`src/rtl/core/udsrsp_pkg.sv`:
```
// ----------------------------------------------------------------------------
// UDS responder package
// Shared types, register indexes and protocol constants for the UDS over
// ISO-TP ECU responder.
// ----------------------------------------------------------------------------
`default_nettype none

package udsrsp_pkg;

	localparam int unsigned IdW    = 29;
	localparam int unsigned LenW   = 4;
	localparam int unsigned NBytes = 8;
	localparam int unsigned RemW   = 13;

	typedef logic [NBytes-1:0][7:0] payload_t;

	// configuration register indexes
	typedef enum logic [2:0] {
		REG_REQUEST_ID    = 3'd0,
		REG_RESPONSE_ID   = 3'd1,
		REG_STREAM_GAP    = 3'd2,
		REG_FLOW_REPLY_EN = 3'd3,
		REG_AUTO_REPLY_EN = 3'd4,
		REG_EXT_DEFAULT   = 3'd5,
		REG_SEPARATOR_EN  = 3'd6
	} cfg_reg_t;

	typedef struct packed {
		logic [IdW-1:0] request_id;
		logic [IdW-1:0] response_id;
		logic [7:0]     stream_gap;
		logic           flow_reply_en;
		logic           auto_reply_en;
		logic           ext_default;
		logic           separator_en;
	} cfg_t;

	typedef struct packed {
		logic [IdW-1:0]  id;
		logic [LenW-1:0] len;
		payload_t        data;
	} frame_t;

	typedef struct packed {
		logic     kind;
		logic     cut;
		logic     ext;
		payload_t data;
	} result_t;

	// result kinds
	localparam logic KIND_REPLY   = 1'b0;
	localparam logic KIND_SEQ_ERR = 1'b1;

	// UDS service identifiers
	localparam logic [7:0] SID_SESSION  = 8'h10;
	localparam logic [7:0] SID_SECURITY = 8'h27;
	localparam logic [7:0] SID_ROUTINE  = 8'h31;
	localparam logic [7:0] SID_DOWNLOAD = 8'h34;
	localparam logic [7:0] SID_TRANSFER = 8'h36;
	localparam logic [7:0] SID_XFER_END = 8'h37;
	localparam logic [7:0] SID_WRITE    = 8'h3B;

	// positive response codes
	localparam logic [7:0] RSP_SESSION  = 8'h50;
	localparam logic [7:0] RSP_SECURITY = 8'h67;
	localparam logic [7:0] RSP_ROUTINE  = 8'h71;
	localparam logic [7:0] RSP_DOWNLOAD = 8'h74;
	localparam logic [7:0] RSP_TRANSFER = 8'h76;
	localparam logic [7:0] RSP_XFER_END = 8'h77;
	localparam logic [7:0] RSP_WRITE    = 8'h7B;
	localparam logic [7:0] RSP_OFFSET   = 8'h40;

	// ISO-TP framing
	localparam logic [7:0] PCI_FLOW     = 8'h30;
	localparam logic [7:0] SEQ_INIT     = 8'h20;
	localparam logic [7:0] SEQ_WRAP_HI  = 8'h2F;
	localparam logic [7:0] SEQ_WRAP_LO  = 8'h1F;
	localparam logic [7:0] PAD_BYTE     = 8'hFF;
	localparam logic [RemW-1:0] FF_PAYLOAD = 13'd6;
	localparam logic [RemW-1:0] CF_PAYLOAD = 13'd7;

	// canned reply bytes
	localparam logic [7:0] P2_HI        = 8'h00;
	localparam logic [7:0] P2_LO        = 8'h32;
	localparam logic [7:0] P2X_HI       = 8'h01;
	localparam logic [7:0] P2X_LO       = 8'hEA;
	localparam logic [7:0] SEED_0       = 8'h1A;
	localparam logic [7:0] SEED_1       = 8'h2B;
	localparam logic [7:0] SEED_2       = 8'h3C;
	localparam logic [7:0] SEED_3       = 8'h4D;
	localparam logic [7:0] RTN_ERASE_HI = 8'hFA;
	localparam logic [7:0] DL_LEN_FMT   = 8'h20;
	localparam logic [7:0] DL_BLK_HI    = 8'h0F;
	localparam logic [7:0] DL_BLK_LO    = 8'hFF;

endpackage

`default_nettype wire

```
`src/rtl/core/udsrsp_cfg.sv`:
```
// ----------------------------------------------------------------------------
// UDS responder configuration registers
// Write-only register file behind the plain configuration write port.
// ----------------------------------------------------------------------------
`default_nettype none

module udsrsp_cfg
	import udsrsp_pkg::*;
(
	input  wire logic           clk,
	input  wire logic           arst_n,
	input  wire logic           cfg_wr_en,
	input  wire logic [2:0]     cfg_index,
	input  wire logic [IdW-1:0] cfg_data,
	output cfg_t                cfg
);

	cfg_t cfg_q;

	always_ff @(posedge clk or negedge arst_n) begin
		if (!arst_n) begin
			cfg_q <= '0;
		end else if (cfg_wr_en) begin
			case (cfg_index)
				REG_REQUEST_ID:    cfg_q.request_id    <= cfg_data;
				REG_RESPONSE_ID:   cfg_q.response_id   <= cfg_data;
				REG_STREAM_GAP:    cfg_q.stream_gap    <= cfg_data[7:0];
				REG_FLOW_REPLY_EN: cfg_q.flow_reply_en <= cfg_data[0];
				REG_AUTO_REPLY_EN: cfg_q.auto_reply_en <= cfg_data[0];
				REG_EXT_DEFAULT:   cfg_q.ext_default   <= cfg_data[0];
				REG_SEPARATOR_EN:  cfg_q.separator_en  <= cfg_data[0];
				default: begin
					// unmapped index: drop the write
				end
			endcase
		end
	end

	assign cfg = cfg_q;

endmodule

`default_nettype wire

```
`src/rtl/core/udsrsp_core.sv`:
```
// ----------------------------------------------------------------------------
// UDS responder core
// Session state (sequence counter, remaining length, stored reply) and the
// single-pass reply builder for one received frame.
// ----------------------------------------------------------------------------
`default_nettype none

module udsrsp_core
	import udsrsp_pkg::*;
(
	input  wire logic   clk,
	input  wire logic   arst_n,
	input  wire cfg_t   cfg,
	input  wire logic   fire,
	input  wire frame_t frame,
	output logic        res_valid,
	output result_t     res
);

	logic [7:0]             seq_q, seq_d;
	logic signed [RemW-1:0] rem_q, rem_d, rem_dec;
	payload_t               pend_q, pend_d;

	payload_t   d, tx;
	logic [7:0] d0, d1, d2;
	logic       hit, send, cut, err, pad_on;

	assign d  = frame.data;
	assign d0 = d[0];
	assign d1 = d[1];
	assign d2 = d[2];

	// flow-control frames and foreign identifiers are not answered
	assign hit = (frame.id == cfg.request_id) && (frame.len != '0) &&
		!(d0[5] && d0[4]);

	always_comb begin
		tx      = '0;
		send    = 1'b0;
		cut     = 1'b0;
		err     = 1'b0;
		seq_d   = seq_q;
		rem_d   = rem_q;
		pend_d  = pend_q;
		rem_dec = rem_q - $signed(CF_PAYLOAD);

		if (hit) begin
			if (d0[7:3] == 5'd0) begin
				// single frame
				send = 1'b1;
				cut  = 1'b1;
				case (d1)
					SID_SESSION: begin
						tx[0] = 8'h06;  tx[1] = RSP_SESSION; tx[2] = d2;
						tx[3] = P2_HI;  tx[4] = P2_LO;
						tx[5] = P2X_HI; tx[6] = P2X_LO;
					end
					SID_SECURITY: begin
						tx[1] = RSP_SECURITY;
						tx[2] = d2;
						if (d2[0]) begin
							tx[0] = 8'h06;
							tx[3] = SEED_0; tx[4] = SEED_1;
							tx[5] = SEED_2; tx[6] = SEED_3;
						end else begin
							tx[0] = 8'h02;
						end
					end
					SID_ROUTINE: begin
						tx[1] = RSP_ROUTINE;
						if (d2 == RTN_ERASE_HI && d[3] == PAD_BYTE) begin
							tx[0] = d0;
							tx[2] = d2;
						end else if ((d[3] == 8'h02 && d[4] == 8'h02) ||
								(d[3] == 8'hFF && d[4] == 8'h00)) begin
							tx[0] = d0 - 8'd1;
							tx[2] = d2;
							tx[3] = d[3];
							tx[4] = d[4];
						end else begin
							// echo the routine record up to its length, then a zero
							tx[0] = d0 + 8'd1;
							for (int k = 2; k < NBytes; k++) begin
								tx[k] = (8'(k) <= d0) ? d[k] : 8'h00;
							end
						end
					end
					SID_XFER_END: begin
						tx[0] = 8'h01;
						tx[1] = RSP_XFER_END;
					end
					SID_WRITE: begin
						tx[0] = 8'h02;
						tx[1] = RSP_WRITE;
						tx[2] = d2;
					end
					default: begin
						for (int k = 0; k < NBytes; k++) begin
							tx[k] = (LenW'(k) < frame.len) ? d[k] : 8'h00;
						end
						tx[1] = tx[1] + RSP_OFFSET;
					end
				endcase
			end else if (d0[4]) begin
				// first frame: answer with flow control, hold the final reply
				tx[0] = PCI_FLOW;
				tx[2] = cfg.stream_gap;
				send  = cfg.flow_reply_en;
				seq_d = SEQ_INIT;
				rem_d = $signed({1'b0, d0[3:0], d1} - FF_PAYLOAD);
				case (d2)
					SID_ROUTINE: begin
						pend_d[0] = 8'h05; pend_d[1] = RSP_ROUTINE;
						pend_d[2] = d[3];  pend_d[3] = d[4];
						pend_d[4] = d[5];  pend_d[5] = 8'h00;
					end
					SID_DOWNLOAD: begin
						pend_d[0] = 8'h04;       pend_d[1] = RSP_DOWNLOAD;
						pend_d[2] = DL_LEN_FMT;  pend_d[3] = DL_BLK_HI;
						pend_d[4] = DL_BLK_LO;
					end
					SID_WRITE: begin
						pend_d[0] = 8'h02; pend_d[1] = RSP_WRITE; pend_d[2] = d[3];
					end
					SID_SECURITY: begin
						pend_d[0] = 8'h02; pend_d[1] = RSP_SECURITY; pend_d[2] = d[3];
					end
					SID_TRANSFER: begin
						pend_d[0] = 8'h02; pend_d[1] = RSP_TRANSFER; pend_d[2] = d[3];
					end
					default: begin
						pend_d[0] = 8'h02;
						pend_d[1] = d2 + RSP_OFFSET;
						pend_d[2] = d[3];
					end
				endcase
			end else if (d0[5]) begin
				// consecutive frame
				seq_d = d0;
				if ({1'b0, seq_q} + 9'd1 == {1'b0, d0}) begin
					if (d0 == SEQ_WRAP_HI) begin
						seq_d = SEQ_WRAP_LO;
					end
					if (pend_q[0] != 8'h00) begin
						rem_d = rem_dec;
						if (rem_dec[RemW-1] || rem_dec == '0) begin
							tx     = pend_q;
							pend_d = '0;
							send   = 1'b1;
							cut    = 1'b1;
						end
					end
				end else begin
					err = 1'b1;
				end
			end
		end

		// pad after the PCI length
		pad_on = (tx[0] != 8'h00) && (tx[0] < 8'h07);
		for (int k = 2; k < NBytes; k++) begin
			if (pad_on && (8'(k - 1) >= tx[0])) begin
				tx[k] = PAD_BYTE;
			end
		end

		res_valid = hit && (err || (send && cfg.auto_reply_en));
		if (err) begin
			res.kind = KIND_SEQ_ERR;
			res.cut  = 1'b0;
			res.ext  = 1'b0;
			res.data = d;
		end else begin
			res.kind = KIND_REPLY;
			res.cut  = cut && cfg.separator_en;
			res.ext  = (cfg.response_id[IdW-1:16] != '0) || cfg.ext_default;
			res.data = tx;
		end
	end

	always_ff @(posedge clk or negedge arst_n) begin
		if (!arst_n) begin
			seq_q  <= SEQ_INIT;
			rem_q  <= '0;
			pend_q <= '0;
		end else if (fire) begin
			seq_q  <= seq_d;
			rem_q  <= rem_d;
			pend_q <= pend_d;
		end
	end

endmodule

`default_nettype wire

```
`src/rtl/core/uds_isotp_ecu_responder.sv`:
```
// ----------------------------------------------------------------------------
// UDS over ISO-TP ECU responder
// Answers diagnostic requests arriving as CAN frames with canned replies.
// ----------------------------------------------------------------------------
// Usage:
//   Input channel (in_valid / in_stall) carries one received CAN frame per
//   request: identifier, length code and the eight payload bytes.
//   Output channel (out_valid / out_stall) carries at most one result per
//   request: a reply frame to transmit or a consecutive-frame sequence error.
//   Requests that draw no reply (foreign identifier, empty, flow control,
//   replies disabled) leave no result; disabled ones update the session state.
//   A request is taken into the input register, then its result into the
//   result register. Throughput: one request per cycle unless the receiver
//   stalls, set by the single-pass reply logic between the two registers.
//   While the receiver stalls, the held result waits in the result register
//   and the input register holds its request; in_stall rises once both are
//   full. Configuration is written through cfg_wr_en / cfg_index / cfg_data
//   while the block is idle.
//   Reset clears the valid flags and the configuration, the sequence counter
//   returns to 0x20 and any stored reply is dropped.
// ----------------------------------------------------------------------------
`default_nettype none

module uds_isotp_ecu_responder
	import udsrsp_pkg::*;
(
	input  wire logic            clk,
	input  wire logic            arst_n,
	// configuration
	input  wire logic            cfg_wr_en,
	input  wire logic [2:0]      cfg_index,
	input  wire logic [IdW-1:0]  cfg_data,
	// received frame
	input  wire logic            in_valid,
	output logic                 in_stall,
	input  wire logic [IdW-1:0]  rx_id,
	input  wire logic [LenW-1:0] rx_len,
	input  wire logic [7:0]      rx_byte0,
	input  wire logic [7:0]      rx_byte1,
	input  wire logic [7:0]      rx_byte2,
	input  wire logic [7:0]      rx_byte3,
	input  wire logic [7:0]      rx_byte4,
	input  wire logic [7:0]      rx_byte5,
	input  wire logic [7:0]      rx_byte6,
	input  wire logic [7:0]      rx_byte7,
	// result
	output logic                 out_valid,
	input  wire logic            out_stall,
	output logic                 resp_kind,
	output logic                 cut_line,
	output logic                 ext_frame,
	output logic [7:0]           tx_byte0,
	output logic [7:0]           tx_byte1,
	output logic [7:0]           tx_byte2,
	output logic [7:0]           tx_byte3,
	output logic [7:0]           tx_byte4,
	output logic [7:0]           tx_byte5,
	output logic [7:0]           tx_byte6,
	output logic [7:0]           tx_byte7
);

	cfg_t    cfg;
	frame_t  frame_s1;
	logic    valid_s1;
	logic    out_free, fire, accept, res_valid;
	result_t res, res_q;
	logic    out_valid_q;

	udsrsp_cfg u_cfg (
		.clk       (clk),
		.arst_n    (arst_n),
		.cfg_wr_en (cfg_wr_en),
		.cfg_index (cfg_index),
		.cfg_data  (cfg_data),
		.cfg       (cfg)
	);

	assign out_free = !out_valid_q || !out_stall;
	assign fire     = valid_s1 && out_free;
	assign in_stall = valid_s1 && !out_free;
	assign accept   = in_valid && !in_stall;

	always_ff @(posedge clk or negedge arst_n) begin
		if (!arst_n) begin
			valid_s1 <= 1'b0;
		end else if (!in_stall) begin
			valid_s1 <= in_valid;
		end
	end

	always_ff @(posedge clk) begin
		if (accept) begin
			frame_s1.id   <= rx_id;
			frame_s1.len  <= rx_len;
			frame_s1.data <= {rx_byte7, rx_byte6, rx_byte5, rx_byte4,
				rx_byte3, rx_byte2, rx_byte1, rx_byte0};
		end
	end

	udsrsp_core u_core (
		.clk       (clk),
		.arst_n    (arst_n),
		.cfg       (cfg),
		.fire      (fire),
		.frame     (frame_s1),
		.res_valid (res_valid),
		.res       (res)
	);

	always_ff @(posedge clk or negedge arst_n) begin
		if (!arst_n) begin
			out_valid_q <= 1'b0;
		end else if (out_free) begin
			out_valid_q <= fire && res_valid;
		end
	end

	always_ff @(posedge clk) begin
		if (fire && res_valid) begin
			res_q <= res;
		end
	end

	assign out_valid = out_valid_q;
	assign resp_kind = res_q.kind;
	assign cut_line  = res_q.cut;
	assign ext_frame = res_q.ext;
	assign tx_byte0  = res_q.data[0];
	assign tx_byte1  = res_q.data[1];
	assign tx_byte2  = res_q.data[2];
	assign tx_byte3  = res_q.data[3];
	assign tx_byte4  = res_q.data[4];
	assign tx_byte5  = res_q.data[5];
	assign tx_byte6  = res_q.data[6];
	assign tx_byte7  = res_q.data[7];

endmodule

`default_nettype wire
```
`config.mk`:
```
export PLATFORM = sky130hd
export DESIGN_NAME = uds_isotp_ecu_responder
export DESIGN_NICKNAME = d
export VERILOG_FILES = /design/src/rtl/core/udsrsp_pkg.sv /design/src/rtl/core/udsrsp_cfg.sv /design/src/rtl/core/udsrsp_core.sv /design/src/rtl/core/uds_isotp_ecu_responder.sv
export SDC_FILE = /design/constraint.sdc
export NUM_CORES = 1
export LEC_CHECK = 0
export BUFFER_PORTS_ARGS = -buffer_cell sky130_fd_sc_hd__buf_4
export CELL_PAD_IN_SITES_DETAIL_PLACEMENT = 1
export CELL_PAD_IN_SITES_GLOBAL_PLACEMENT = 2
export CORE_MARGIN = 2
export CORE_UTILIZATION = 40
export DETAILED_ROUTE_END_ITERATION = 6
export PLACE_DENSITY = 0.83
export RECOVER_POWER = 100
export SLEW_MARGIN = 15
export SYNTH_ARGS = -nofsm -noshare
export SYNTH_HDL_FRONTEND = slang
export SYNTH_SLANG_ARGS = --single-unit
```
`constraint.sdc`:
```
create_clock -name clk -period 10.6 [get_ports clk]
set_input_delay 1.59 -clock clk [delete_from_list [all_inputs] [get_ports clk]]
set_output_delay 1.59 -clock clk [all_outputs]
set_load 0.02 [all_outputs]
```
==> flow_summary.toml, run 1 <==
[die]
fp.dieH_um = 187
core_area_sq_um = 33300
ios = 203
die_x_um = 187
row_count = 67
start_util = 0.403
die_area_sq_um = 35000

[placed_design]
port_buffers = 202
gp_congestion = 0.842
place_hpwl_um = 29400
placed_cell_area_sq_um = 15400

[sta]
hold_ws_ns = 0.483
tightest_slew_ns = 3.94
rsz0062_at_grt = "false"
setup_viol = 0
drv_slew = 374
finalCriticalPeriod_ns = 7.27
hold_violations = 0
max_slew_margin = -1.63
min_period_over_period = 0.686
max_freq_mhz = 137
finClkSkew_ns = 0.0206
tns_ns = 0

[clock_network]
postCtsHoldBufs = 0
path_clk_slew_ns = 0.06
cts_tree = "built"
cts_resized = 0
cts_inserted_buffers = 31
root_buffer = "clkbuf_16"
cts-htree-levels = 1
postCtsSetupRepairBufs = 0
clockBufferDepth = 3
cts_num_sinks = 276
clk_latency_ns = 0.57

[yosys]
synth.net_count = 1324
synthFlopType = "edfxtp_1"
yosysMostFrequentCell = "edfxtp_1"
yosysWarnings = 0
syn_inst = 1178
synth_cell_types = 81
async_flop_share = 0.406
ys_ff_latch = 276
synth_area_leader_cell = "edfxtp_1"
synth_area_sq_um = 13400
yosysSeqAreaShare = 0.576
synth_top_area_share = 0.367
yosys-top-cells-count = "164 x edfxtp_1, 111 x dfrtp_1, 97 x nand2_1"
synth.avg_cell_area_sq_um = 11.4
synth-edff-count = 164
synthTopCellsByArea = "edfxtp_1 37%, dfrtp_1 21%, mux2_2 5.0%"

[min_path]
hold_class = "register to register"
hold_start = "u_core.pend_q[21]"
min_path_cells = 2
holdPathEnd = "u_core.pend_q[21]"

[detailed_routing]
drt_iter0_drc = 574
postRouteWirelength_um = 40400
route.vias.total = 10236
via_per_inst = 5.57
ant_nets = 0
wire_per_inst_um = 22.0
firstDrtPassIters = 6
drc_errors = 0

[setup_path]
regToRegEndpoint = "tx_byte3[5]"
path_max_fanout = 68
worstReg2RegStart = "frame_s1[4]"
rrSetupSlack_ns = 3.33
cp.required_ns = 10.95
crit_arrival_ns = 7.63
end_kind = "register"
start_kind = "register"
rr_worst_depth = 8
worst-setup-path-type = "register to register"

[global_routing]
grt_max_degree = 69
grt_pass1_vias = 10913
grt.overflow.total = 0
antenna_found_initial = 1
grt_usage = 0.232
grt_pass1_wl_um = 64000

[job]
cap_violations = 9

[finish]
syn_to_final_growth_pct = 19.5
fin_util = 0.481
final_cell_area_sq_um = 16000
nets = 1512
drive_above_1_share = 0.181

[power]
internal_power_w = 0.00200
clkPwrFrac = 0.418
p_leak_nw = 6.17
p_seq_frac = 0.495
power_density_nw_per_um2 = 163
switching_share = 0.231
power_frac_comb = 0.086
total_power_w = 0.00261
switching_power_w = 0.000601
peakVddDrop_mv = 0.132

[status]
failed_checks = "max-capacitance violations, max-slew violations"
status = "finished, violations left"
## layout make-up
class	count	area, sq um
fill	3631	17300
sequential	276	7730
inverter	34	128
clock buffer	42	867
timing repair buffer	215	1310
tap	448	561
antenna	1	2.50
multi-input combinational	808	5260
clock inverter	14	170
## metal layers
layer | GRT usage | vias to the layer above | routed length, um
met4 | 0.0571 | 0 | 877
li1 | - | 4778 | -
met2 | 0.399 | 248 | 20000
met5 | 0 | - | 0
met1 | 0.312 | 5152 | 17700
met3 | 0.0323 | 58 | 1820
## stage by stage
stage / setup slack (ns) / std cells
2_1_floorplan: 4.80 / 1178
3_3_place_gp: 5.92 / 1781
3_5_place_dp: 5.83 / 1781
4_1_cts: 5.80 / 1837
5_1_grt: 2.89 / 1837
6_report: 3.33 / 1838
## worst max-delay path by stage
stage / from / cells after the start / slack [ns] / to
floorplan: u_core.seq_q[0] / 12 / 4.80 / cut_line
global placement: frame_s1[36] / 14 / 5.92 / tx_byte5[7]
detailed placement: frame_s1[36] / 14 / 5.83 / tx_byte5[3]
CTS: frame_s1[36] / 14 / 5.80 / tx_byte5[3]
global route: arst_n / 2 / 2.89 / u_core.pend_q[37]
finish: frame_s1[4] / 8 / 3.33 / tx_byte3[5]
## flip-flops by register name, summed over array words and instances (netlist names), 8 cells and up
name,count
frame_s1,97
tx_byte0,8
tx_byte1,8
tx_byte2,8
tx_byte3,8
tx_byte4,8
tx_byte5,8
tx_byte6,8
tx_byte7,8
u_cfg.cfg,54
u_core.pend_q,35
u_core.rem_q,13
u_core.seq_q,8
## cell usage in the layout (no fill, tap or decap), types with 6 or more instances in the layout
master     count
nor2_1        95
a221o_1        6
nand3_1       29
nor3b_1        6
o211ai_1       6
nand4_1       16
a211oi_1      15
a22o_1         9
clkbuf_16     31
o21ai_0       89
nor3_1        21
xnor2_1       48
clkbuf_4      95
nand2b_1      14
mux2i_1       16
a21oi_1       57
nor2b_1       10
clkbuf_1      88
nor4_1        16
dfrtp_1      111
o21a_1        20
xor2_1         8
buf_4         38
and3_1        10
o22ai_1       16
clkinv_2       6
a22oi_1       10
nand2_1       97
or4_1          6
inv_1         34
ha_1          11
edfxtp_1     164
mux2_2        57
a31oi_1       17
and2_1        10
## power groups by stage
stage                     clock [W]  combinational (W)  sequential (W)
final                       0.00109           0.000225         0.00129
after detailed placement          0           0.000230         0.00131
after global placement            0           0.000222         0.00130
after floorplan                   0           0.000154         0.00127
after CTS                   0.00111           0.000232         0.00129
after global routing        0.00115           0.000249         0.00130
## cell families (layout without fill, tap and decap cells)
family / count (synthesis) / after routing / share of synthesized area
and+or+nand+nor: 365 / 365 / 0.135
AOI/OAI and AO/OA: 300 / 300 / 0.150
DFF: 276 / 276 / 0.576
buffers and inverters: 94 / 305 / 0.0281
muxes: 75 / 75 / 0.0615
xor gates and xnor gates: 56 / 56 / 0.0366
adders and majority gates: 12 / 12 / 0.0118
other: 0 / 1 / 0
## worst max-delay path: stages, from the launching register on
cell,delay (ns)
edfxtp_1,0.33
clkbuf_1,2.26
or4_1,0.43
or2_0,1.33
nor3_1,0.31
a22o_1,0.38
a2111oi_0,0.88
nand3_1,0.64
o221ai_1,0.46
Note: power is estimated with default switching activity, not from simulation.
==> inputs of run 2 (changes only) <==
--- a/config.mk
+++ b/config.mk
@@ -9,9 +9,9 @@
 export CELL_PAD_IN_SITES_DETAIL_PLACEMENT = 1
 export CELL_PAD_IN_SITES_GLOBAL_PLACEMENT = 2
 export CORE_MARGIN = 2
-export CORE_UTILIZATION = 40
+export CORE_UTILIZATION = 38
 export DETAILED_ROUTE_END_ITERATION = 6
-export PLACE_DENSITY = 0.83
+export PLACE_DENSITY = 0.8
 export RECOVER_POWER = 100
 export SLEW_MARGIN = 15
 export SYNTH_ARGS = -nofsm -noshare
==> constraint.sdc (replaced) <==
create_clock -name clk -period 7.1 [get_ports clk]
set_input_delay 1.065 -clock clk [delete_from_list [all_inputs] [get_ports clk]]
set_output_delay 1.065 -clock clk [all_outputs]
set_load 0.02 [all_outputs]
==> run 2 against run 1 <==
The flow still finishes with violations (max-capacitance violations, max-slew violations). Count of clock-buffer cells in the layout is 1 higher. Total power is 55% higher. Core utilization down 1.5 points. Sequential power grew 50%. Clock power rose by 63%. Die area rose by 5.1%. Critical path type unchanged. Worst hold slack worse by 0.016 ns.
==> flow_summary.toml, run 2 (synthesis results as in run 1) <==
[status]
status = "finished, violations left"
failed_checks = "max-capacitance violations, max-slew violations"

[detailed_routing]
wire_per_inst_um = 22.4
drc_errors = 0
postRouteWirelength_um = 41500
drt_iter0_drc = 638
firstDrtPassIters = 5
ant_nets = 0
route.vias.total = 10382
via_per_inst = 5.61

[clock_network]
cts_num_sinks = 276
cts_resized = 0
cts_tree = "built"
clockBufferDepth = 3
root_buffer = "clkbuf_16"
cts_inserted_buffers = 34
postCtsSetupRepairBufs = 0
path_clk_slew_ns = 0.06
postCtsHoldBufs = 0
clk_latency_ns = 0.54
cts-htree-levels = 2

[placed_design]
place_inst = 1791
gp_congestion = 0.873
place_ws_ns = 2.40
placed_cell_area_sq_um = 15400
port_buffers = 202
place_hpwl_um = 29800

[finish]
diodes = 0
nets = 1518
syn_to_final_growth_pct = 20.4
final_common_cell = "edfxtp_1"
regMostFlops = "frame_s1"
final_cells = 1852
drive_above_1_share = 0.188
final_cell_area_sq_um = 16100
final_cell_mix = "164 x edfxtp_1, 111 x dfrtp_1, 97 x nand2_1"
largest_reg_flops = 97

[setup_path]
worst-setup-path-type = "register to register"
path_max_fanout = 29
start_kind = "register"
cp.required_ns = 7.36
end_kind = "register"
crit_arrival_ns = 5.95

[sta]
tns_ns = 0
hold_violations = 0
max_freq_mhz = 176
tightest_slew_ns = 3.12
rsz0062_at_grt = "false"
fin_ws_ns = 1.41
max_slew_margin = -1.08
drv_slew = 226
setup_viol = 0
finalCriticalPeriod_ns = 5.69
finClkSkew_ns = 0.0258
min_period_over_period = 0.801

[power]
p_leak_nw = 6.23
peakVddDrop_mv = 0.229
power_density_nw_per_um2 = 250

[global_routing]
grt_usage = 0.229
antenna_found_initial = 1
grt.overflow.total = 0
grt_max_degree = 76
grt_pass1_wl_um = 64100
grt_pass1_vias = 10950

[die]
row_count = 68
ios = 203
core_area_sq_um = 34600
fp.dieH_um = 192
start_util = 0.387
die_x_um = 192
die_area_sq_um = 36800

[job]
cap_violations = 7

[min_path]
hold_class = "register to register"
run 2: routing by layer:
layer	wire length (um)	track usage	vias up	part of all wire
met4	998	0.0683	2	0.024
met1	18600	0.316	5266	0.45
met2	20000	0.372	268	0.48
met5	13	0	-	0.00031
met3	1900	0.0351	67	0.046
li1	-	-	4779	-
run 2: path summary, 6_finish.rpt:
path,end,depth (start not counted),slack [ns],startpoint
worst min register to register,u_core.pend_q[21],2,0.47,u_core.pend_q[21]
worst min-delay path,u_core.pend_q[21],2,0.47,u_core.pend_q[21]
min in group asynchronous,u_cfg.cfg[53],1,1.14,arst_n
worst max register to register,tx_byte3[0],9,1.41,frame_s1[4]
max in group asynchronous,u_core.pend_q[29],2,2.98,arst_n
worst max-delay path,tx_byte3[0],9,1.41,frame_s1[4]
run 2: stage by stage:
step	util	total power [W]	hold slack (ns)
CTS	0.477	0.00409	0.470
floorplan	-	0.00213	0.439
global placement	0.444	0.00228	0.454
global route	0.466	0.00419	0.497
detailed placement	0.444	0.00230	0.456
finish	0.466	0.00404	0.467
run 2: worst max-delay path: stages (launching register included):
cell and delay (ns):
edfxtp_1 0.84, a211o_1 0.45, nor4_1 0.57, and2_0 0.70, nand2_1 0.59, inv_1 0.37
clkbuf_1 0.96, nor2_1 0.54, a21oi_1 0.27, o22ai_1 0.11
run 2: area by class of cell:
| cell class | instances | area [sq um] |
|---|---|---|
| Inverter | 34 | 128 |
| Tap cell | 455 | 569 |
| Fill cell | 3763 | 18500 |
| Timing Repair Buffer | 218 | 1320 |
| Clock inverter | 18 | 218 |
| Clock buffer | 43 | 925 |
| Sequential cell | 276 | 7730 |
| Multi-Input combinational cell | 808 | 5260 |
run 2: power breakdown:
group | leakage [nW] | switching [W] | internal [W] | total [W]
logic | 2.57 | 0.000151 | 0.000177 | 0.000328
clock network | 0.561 | 0.000706 | 0.00108 | 0.00178
registers | 3.10 | 0.000109 | 0.00182 | 0.00193
total | 6.23 | 0.000966 | 0.00307 | 0.00404
==> inputs of run 3 (changes only) <==
==> constraint.sdc (replaced) <==
create_clock -name clk -period 5.3 [get_ports clk]
set_input_delay 0.795 -clock clk [delete_from_list [all_inputs] [get_ports clk]]
set_output_delay 0.795 -clock clk [all_outputs]
set_load 0.02 [all_outputs]
==> run 3 against run 2 <==
The flow still finishes with violations (max-capacitance violations, max-slew violations). Clock skew fell by 0.0090 ns. Global-route usage fell by 0.12 points. Combinational power up 38%. Register-to-register slack got worse by 1.0 ns. Routed wire length fell by 0.24%. Maximum frequency increased by 16%. Critical endpoint unchanged. Largest power group unchanged. Highest routed layer is now met4.
==> flow_summary.toml, run 3 (synthesis results as in run 1) <==
[finish]
largest_reg_flops = 97
final_cell_mix = "164 x edfxtp_1, 111 x dfrtp_1, 97 x nand2_1"
nets = 1523
syn_to_final_growth_pct = 21.0
final_cell_area_sq_um = 16200
regMostFlops = "frame_s1"
diodes = 0
drive_above_1_share = 0.188
final_common_cell = "edfxtp_1"

[setup_path]
crit_arrival_ns = 5.14
rr_worst_depth = 12
worst-setup-path-type = "register to register"
critPathMaxStageDelay_ns = 1.04
cp.depth = 12
path_cells = "nor4_1, clkbuf_1, a211o_1, nor4_1, and2_0, nand2_1, inv_1, clkbuf_1, nor2_1, buf_4, a21oi_1, o22ai_1"
end_kind = "register"
critical_path_buf_inv_count = 4
path_max_fanout = 27
cp.required_ns = 5.55
start_kind = "register"
critPathTopFamily = "simple AND/OR/NAND/NOR gates"
worst_path_max_delay_cell = "clkbuf_1"

[detailed_routing]
drc_errors = 0
wire_per_inst_um = 22.3
via_per_inst = 5.62
ant_nets = 0
firstDrtPassIters = 5
route.vias.total = 10435
drt_iter0_drc = 553
postRouteWirelength_um = 41400

[clock_network]
cts_tree = "built"
clk_latency_ns = 0.53
path_clk_slew_ns = 0.06
root_buffer = "clkbuf_16"
postCtsHoldBufs = 0
cts_inserted_buffers = 34
cts_num_sinks = 276
clockBufferDepth = 3
postCtsSetupRepairBufs = 0
cts_resized = 0
cts-htree-levels = 2

[die]
start_util = 0.387
die_x_um = 192
die_area_sq_um = 36800
core_area_sq_um = 34600
fp.dieH_um = 192
row_count = 68
ios = 203

[sta]
finalCriticalPeriod_ns = 4.89
drv_slew = 195
max_slew_margin = -1.36
finClkSkew_ns = 0.0168
hold_violations = 0
min_period_over_period = 0.923
tightest_slew_ns = 3.54
rsz0062_at_grt = "false"
max_freq_mhz = 205
setup_viol = 0
tns_ns = 0

[placed_design]
port_buffers = 202
place_hpwl_um = 29800
gp_congestion = 0.858
placed_cell_area_sq_um = 15400

[power]
power_density_nw_per_um2 = 335
peakVddDrop_mv = 0.264
total_power_w = 0.00544
p_leak_nw = 6.24

[min_path]
min_path_cells = 2
hold_class = "input pin to register"

[global_routing]
grt_pass1_wl_um = 63800
grt.overflow.total = 0
antenna_found_initial = 0
grt_max_degree = 62
grt_usage = 0.228
grt_pass1_vias = 10747

[job]
cap_violations = 6

[status]
failed_checks = "max-capacitance violations, max-slew violations"
status = "finished, violations left"
-- run 3: changes by cell type in the layout (fill, tap and decap cells not counted), moves of 2 or more --
| cell | delta |
|---|---|
| clkbuf_1 | +8 |
| buf_4 | +7 |
| clkbuf_4 | -6 |
| clkbuf_8 | -3 |
| a2111oi_0 | -2 |
| clkbuf_2 | -2 |
| clkinv_1 | -2 |
| clkinvlp_4 | +2 |
-- run 3: path summary, 6_finish.rpt --
check	startpoint	endpoint	slack, ns
max in group asynchronous	arst_n	u_core.pend_q[8]	1.63
worst min register to register	u_core.pend_q[21]	u_core.pend_q[21]	0.48
worst max-delay path	frame_s1[65]	tx_byte3[0]	0.41
worst min-delay path	in_valid	valid_s1	0.46
min in group asynchronous	arst_n	u_core.rem_q[10]	1.48
worst max register to register	frame_s1[65]	tx_byte3[0]	0.41
-- run 3: stage by stage --
step           hold slack, ns  instances  utilization  setup WS [ns]
4_1_cts                 0.410       1858        0.480          0.666
2_1_floorplan           0.439       1178            -          0.624
3_5_place_dp            0.465       1796        0.446          0.687
5_1_grt                 0.444       1858        0.469          0.167
3_3_place_gp            0.456       1796        0.446          0.829
6_report                0.457       1858        0.469          0.410
-- run 3: power by group --
| part | leakage [nW] | switching [W] | total, W | internal (W) |
|---|---|---|---|---|
| Combinational | 2.58 | 0.000213 | 0.000451 | 0.000238 |
| Sequential | 3.10 | 0.000133 | 0.00257 | 0.00244 |
| Clock | 0.560 | 0.000934 | 0.00242 | 0.00148 |
| Total | 6.24 | 0.00128 | 0.00544 | 0.00416 |
-- run 3: area by class of cell --
cell class / instances / area (sq um)
Clock buffer: 44 / 920
Clock inverter: 18 / 243
Fill cell: 3789 / 18400
Inverter: 34 / 128
Multi-Input combinational cell: 808 / 5290
Sequential cell: 276 / 7730
Tap cell: 455 / 569
Timing Repair Buffer: 223 / 1360
-- run 3: metal layers --
layer  track usage  share of wire
met2         0.375           0.48
met3        0.0371          0.050
met1         0.313           0.45
met4        0.0592          0.021
met5             0              0
